--- src/design/lpt_pin_set.sv ---
`timescale 1ns / 1ps
// pin set: one entry compared per cycle
module lpt_pin_set #(
  parameter int PIN_DEPTH = 18
) (
  input  logic        clk,
  input  logic        rst_n,
  input  logic        scan_start,
  input  logic [31:0] scan_address,
  input  logic        add_en,
  input  logic [31:0] add_address,
  output logic        scan_busy,
  output logic        scan_hit,
  output logic        full
);
  localparam int IW = (PIN_DEPTH > 1) ? $clog2(PIN_DEPTH) : 1;
  localparam int CW = $clog2(PIN_DEPTH + 1);

  logic [31:0]   pin_mem [PIN_DEPTH];
  logic [CW-1:0] count_r;
  logic [CW-1:0] idx_r;
  logic          busy_r;
  logic          hit_r;
  logic [31:0]   key_r;

  assign full      = (count_r == CW'(PIN_DEPTH));
  assign scan_busy = busy_r;
  assign scan_hit  = hit_r;

  // storage
  always_ff @(posedge clk) begin
    if (add_en && !full) begin
      pin_mem[count_r[IW-1:0]] <= add_address;
    end
  end

  // count
  always_ff @(posedge clk) begin
    if (!rst_n) begin
      count_r <= '0;
    end else if (add_en && !full) begin
      count_r <= count_r + CW'(1);
    end
  end

  // sequential compare of the key against every pinned entry
  always_ff @(posedge clk) begin
    if (!rst_n) begin
      busy_r <= 1'b0;
      hit_r  <= 1'b0;
      idx_r  <= '0;
    end else if (scan_start) begin
      key_r  <= scan_address;
      hit_r  <= 1'b0;
      idx_r  <= '0;
      busy_r <= (count_r != '0);
    end else if (busy_r) begin
      if (pin_mem[idx_r[IW-1:0]] == key_r) begin
        hit_r <= 1'b1;
      end
      if (idx_r + CW'(1) >= count_r) begin
        busy_r <= 1'b0;
      end
      idx_r <= idx_r + CW'(1);
    end
  end
endmodule

--- config.mk ---
export PLATFORM = sky130hd
export DESIGN_NAME = lpt_pin_set
export DESIGN_NICKNAME = d
export VERILOG_FILES = /design/src/design/lpt_pin_set.sv
export SDC_FILE = /design/constraint.sdc
export NUM_CORES = 1
export LEC_CHECK = 0
export BUFFER_PORTS_ARGS = -buffer_cell sky130_fd_sc_hd__buf_4
export CAP_MARGIN = 20
export CORE_UTILIZATION = 63
export CTS_BUF_LIST = sky130_fd_sc_hd__clkbuf_16
export DETAILED_ROUTE_END_ITERATION = 16
export PLACE_DENSITY = 0.8
export RECOVER_POWER = 100
export SLEW_MARGIN = 20
export SYNTH_ARGS = -nofsm -noshare
export SYNTH_HDL_FRONTEND = slang
export SYNTH_SLANG_ARGS = --single-unit
--- constraint.sdc ---
create_clock -name clk -period 10.9 [get_ports clk]
set_clock_uncertainty 0.1 [all_clocks]
set_input_delay 1.09 -clock clk [delete_from_list [all_inputs] [get_ports clk]]
set_output_delay 1.09 -clock clk [all_outputs]
set_load 0.03 [all_outputs]
==> results.txt, run 1 <==
status: finished, violations left
failing checks: capacitance limit, slew limit
ys async rst share: 0%
gpl congestion: 0.917
first-pass GRT wire length: 89200 um
Pleak: 8.47 nW
highest clock rate: 145 MHz
HPWL after detailed placement: 34400 um
Nets: 1466
Critical Path End Type: register
Tcrit/Tclk final: 63.4%
Slew HR: -145%
most frequent cells in the layout: edfxtp_1, mux2i_1, mux4_2
Ant. Diodes: 0
Setup CP Type: reg -> reg
final instance area: 0.0275 mm^2
Syn Area/Cell: 19.3 um^2
Total Wirelength: 61500 um
die area: 0.0403 mm^2
WL/cell: 31.4 um
final core occ: 70.9%
DRC: 0
Sink Count: 625
IR Drop Worst-Case VDD: 143 uV
mux share of post-synthesis cell area: 13.8%
Num CTS Buffers: 59
Synth Area in Simple Gates: 3.43%
Worst EP arrival: 7340 ps
RSZ-0062 raised after global routing: no
Seq/Total Area, Yosys: 74.7%
std cell rows: 72
Cell variety after synth: 72
Reg2Reg Depth: 9
Initial Utilization: 64.1%
total grt overflow: 0
Post-CTS Setup Inserts: 0
core footprint: 0.0388 mm^2
Max-Cap Viols: 21
layout cell share with drive strength beyond 1: 15.8%
CTS clk-pin slew, worst paths: 60 ps
WHS Endpoint: scan_hit
number of DRC markers in iteration 0: 1629
Die Span X: 201 um
most common cell after layout, fill and taps aside: edfxtp_1
syn_nets: 1365
crit path time final: 6910 ps
Non-Filler Instances: 1956
Hold Fails Final Rpt: 0
hold buffers post-CTS: 0
placed inst area: 0.0259 mm^2
sequential standard cell area: 0.0186 mm^2
Worst Hold Launch: scan_hit
H-tree Lvls: 2
final worst slack: 3990 ps
dpl ws: 6310 ps
Clock Root Buffer: clkbuf_16
FILL cells: 2325
synthesized flop and latch total: 625
TritonCTS clock tree: done
Hold Path Depth: 2
dominant synthesized flop cell: edfxtp_1
largest net degree at the start of global routing: 60
Final setup violation count: 0
total power per unit cell area: 176 mW/mm^2
xor and xnor area share after synthesis: 1.20%
drt first pass iters: 5
Die Y: 201 um
Skew-Pair Late Insertion Delay: 620 ps
R2R Path End: scan_hit
CTS max path bufs: 3
Final Max Tran Viols: 618
Slew @ Worst Pin: 3670 ps
yosys warns: 0
complex-gate fraction of the synthesized area: 4.13%
TNS Setup: 0 ps
synthesized cell area: 0.0249 mm^2
main combinational cell family by area after synthesis: multiplexers
Post-Synth Adder-Cell Area: 0.503%
Layout area overhead: 10.6%
GRT Total Usage: 31.1%
Worst R2R Setup Slack: 3990 ps
initial antenna violation count: 0
Inst Count DP: 1844
CP startpoint kind: register
Hold Path Class: reg -> reg
critical path peak fanout: 54
worst path required time: 11330 ps
ANT nets after route: 0
Port Buffers: 70
io pins: 71
DR vias/cell: 6.80
Resize count post-CTS: 0
vias: 13300
Post-synth EDFFs: 608
area of the multi-input gates: 0.00582 mm^2
vias in the first global route: 13400
Synth Instances: 1287
==> critical path: stages, from the launching register on <==
cell and delay [ps]:
dfxtp_4 790, clkbuf_1 2630, nor2_1 910, a22oi_1 590, a22oi_1 190, o211ai_1 370
o22ai_1 230, or4_1 530, nor4_1 280, o2bb2ai_1 140
==> synth_stat cells, types with 4 or more instances <==
library cell  instances  area, um^2
o21a_1                4        30.0
buf_2                10        50.1
edfxtp_1            608       18300
xnor2_1              15         131
buf_6                10         113
nand4_1              10        62.6
mux2_2               13         146
inv_1                13        48.8
mux4_2               67        1510
mux4_1               17         447
a221oi_1             17         149
nor2b_1              13        81.3
nor3_1               15        75.1
buf_12                5         100
mux2i_1             134        1340
dfxtp_1              17         340
nand2_1              32         120
nand3_1              11        55.1
clkbuf_1             19        71.3
o22ai_1               6        37.5
nor2_1               53         199
a22o_1                5        43.8
buf_4                13        97.6
nor4_1                4        25.0
and3_1                4        25.0
and2_1                7        43.8
nand2b_1              6        37.5
xor2_1               19         166
a21oi_1              13        65.1
o21ai_0              27         135
ha_1                 10         125
o211ai_1              6        45.0
a22oi_1              19         143
==> how the worst max path moves through the flow <==
stage,from,to,cells after the start
3_3_place_gp,register,scan_hit,9
6_report,register,scan_hit,9
5_1_grt,register,scan_hit,9
4_1_cts,register,scan_hit,9
2_1_floorplan,add_en,pin_mem[2][0],3
3_5_place_dp,register,scan_hit,9
==> power breakdown <==
part           internal [mW]  switching [mW]
logic                 0.0623           0.119
clock network           1.10           0.874
registers               2.67          0.0229
==> metrics by stage <==
| step | hold WS [ps] | total power, mW |
|---|---|---|
| global placement | 418 | 2.92 |
| CTS | 422 | 4.88 |
| detailed placement | 413 | 2.93 |
| global route | 434 | 4.97 |
| finish | 422 | 4.86 |
| floorplan | 427 | 2.83 |
==> kinds of logic (layout without fill, tap and decap cells) <==
| family | count (synthesis) | count (layout) |
|---|---|---|
| muxes | 231 | 231 |
| and+or+nand+nor | 172 | 172 |
| buffers and inverters | 76 | 227 |
| adders and majority gates | 10 | 10 |
| DFF | 625 | 625 |
| AOI/OAI and AO/OA | 139 | 139 |
| xor gates and xnor gates | 34 | 34 |
==> metal layers <==
metal  share of wire [%]  track usage [%]
met1                  39             43.2
met2                  48             48.4
met3                  10             6.98
met4                 3.8             13.0
met5                   0                0
==> area by class of cell <==
class	count	share of cell area [%]
Clock buffer	59	5.36
Sequential cell	625	67.6
Clock inverter	52	1.40
Timing Repair Buffer	101	1.95
Inverter	15	0.205
Tap cell	518	2.35
Multi-Input combinational cell	586	21.1
==> state kept, by name, summed over array words and instances, names as in the netlist, named ones only <==
register	flops
pin_mem	576
count_r	5
key_r	32
idx_r	5
scan_hit	1
scan_busy	1
Note: power is estimated with default switching activity, not from simulation.
==> run 2: changes to the inputs <==
CORE_UTILIZATION = 56   (was 63)
PLACE_DENSITY = 0.76   (was 0.8)
clock period = 6.1 ns   (was 10.9 ns; I/O delays follow)
==> run 2 against run 1 <==
The flow still finishes with violations (capacitance limit, slew limit). Sequential share of layout area down 0.51 points. Critical path depth decreased by 6. Die area is 12% higher. Clock-buffer cell count grew 2. Design area rose by 0.76%. Combinational power increased by 73%. Critical endpoint is now pin_mem[12][17]. Non-clock buffer count decreased by 1. Sequential power is 79% higher. Highest routed layer is now met5. Total power up 82%. Via count shrank 0.89%. Fmax grew 52%. Largest cell class unchanged. Setup slack got worse by 2400 ps.
==> results.txt, run 2 (synthesis results as in run 1) <==
core footprint: 0.0435 mm^2
Setup CP Type: reg -> reg
Total Wirelength: 59800 um
IR Drop Worst-Case VDD: 193 uV
vias: 13200
most frequent cells in the layout: edfxtp_1, mux2i_1, mux4_2
H-tree Lvls: 2
WL/cell: 29.6 um
Slowest Stage Delay on Critical Path: 1910 ps
vias in the first global route: 13200
power share of the sequential group: 54.5%
Final setup violation count: 0
most common cell after layout, fill and taps aside: edfxtp_1
Num CTS Buffers: 59
status: finished, violations left
share of power burned in the clock network: 41.9%
Port Buffers: 70
final instance area: 0.0277 mm^2
DRC: 0
Switching Share: 20.1%
CP max stage cell: nor2_1
Die Span X: 213 um
FILL cells: 2940
Hold Fails Final Rpt: 0
Slew @ Worst Pin: 3110 ps
Clock Root Buffer: clkbuf_16
hold buffers post-CTS: 0
Logic pwr share: 3.5%
max FFs per register: 576
TritonCTS clock tree: done
Pleak: 8.54 nW
TNS Setup: 0 ps
HPWL after detailed placement: 33600 um
Initial Utilization: 57.3%
Layout area overhead: 11.5%
placed inst area: 0.0260 mm^2
CTS clk-pin slew, worst paths: 60 ps
layout cell share with drive strength beyond 1: 16.1%
std cell rows: 76
crit path time final: 4540 ps
Max-Cap Viols: 22
Slew HR: -108%
area of the multi-input gates: 0.00581 mm^2
failing checks: capacitance limit, slew limit
worst path required time: 6210 ps
Sink Count: 625
largest net degree at the start of global routing: 57
Worst EP arrival: 4650 ps
total grt overflow: 0
Crit path max-delay family: simple AND/OR/NAND/NOR gates
ANT nets after route: 0
drt first pass iters: 6
die area: 0.0453 mm^2
CP cell instances: nand2_1, nor2_1, clkbuf_1
Resize count post-CTS: 0
Hold Path Class: in -> reg
internal power contribution: 7.06 mW
Post-CTS Setup Inserts: 0
final hold slack: 86.0 ps
initial antenna violation count: 1
CTS max path bufs: 3
P_sw: 1.77 mW
gpl congestion: 0.969
io pins: 71
highest clock rate: 220 MHz
Critical Path End Type: register
GRT Total Usage: 27.2%
Skew-Pair Late Insertion Delay: 610 ps
Final Max Tran Viols: 632
Tcrit/Tclk final: 74.5%
crit path buf inv count: 1
first-pass GRT wire length: 86800 um
total power per unit cell area: 319 mW/mm^2
Die Y: 213 um
final core occ: 63.8%
RSZ-0062 raised after global routing: no
number of DRC markers in iteration 0: 1820
critical path peak fanout: 17
sequential standard cell area: 0.0186 mm^2
Nets: 1465
DR vias/cell: 6.53
CP startpoint kind: register
run 2: power groups by stage:
| stage | clock, mW | sequential, mW | combinational [mW] |
|---|---|---|---|
| final | 3.70 | 4.82 | 0.313 |
| after global routing | 3.89 | 4.82 | 0.334 |
| after CTS | 3.73 | 4.81 | 0.324 |
| after detailed placement | 0 | 4.90 | 0.323 |
| after global placement | 0 | 4.90 | 0.314 |
| after floorplan | 0 | 4.88 | 0.174 |
run 2: through the flow:
stage	setup WS, ps	std cells	power (mW)
after global placement	2180	1911	5.21
after detailed placement	2060	1911	5.23
after CTS	2070	2017	8.87
after global routing	1250	2017	9.04
after floorplan	2380	1287	5.06
final	1560	2018	8.84
run 2: area by class of cell:
cell class              instances  area share, %
clock inverters                45           1.56
flip-flops and latches        625           67.1
clock buffers                  61           5.50
inverters                      15          0.203
repair buffers                100           2.07
multi-input cells             586           20.9
well taps                     585           2.64
diodes                          1        0.00902
run 2: final timing paths:
path | startpoint | endpoint | slack [ps] | depth (start not counted)
hold reg to reg | idx_r[1] | register | 470 | 2
setup reg to reg | count_r[2] | pin_mem[12][17] | 1560 | 3
setup / recovery | count_r[2] | pin_mem[12][17] | 1560 | 3
hold / removal | scan_address[24] | key_r[24] | 90 | 1
run 2: worst reg2reg max path, delay by kind of cell (launching register included):
family	cells	cell delay [ps]
buffers and inverters	1	1280
DFF	1	560
and+or+nand+nor	2	2190
run 2: routing by layer:
metal | global-route usage [%] | part of all wire (%) | vias up
li1 | - | - | 5451
met4 | 10.7 | 4.0 | 2
met1 | 37.4 | 38 | 6754
met5 | 0 | 0.022 | -
met2 | 42.9 | 47 | 820
met3 | 6.00 | 10 | 147
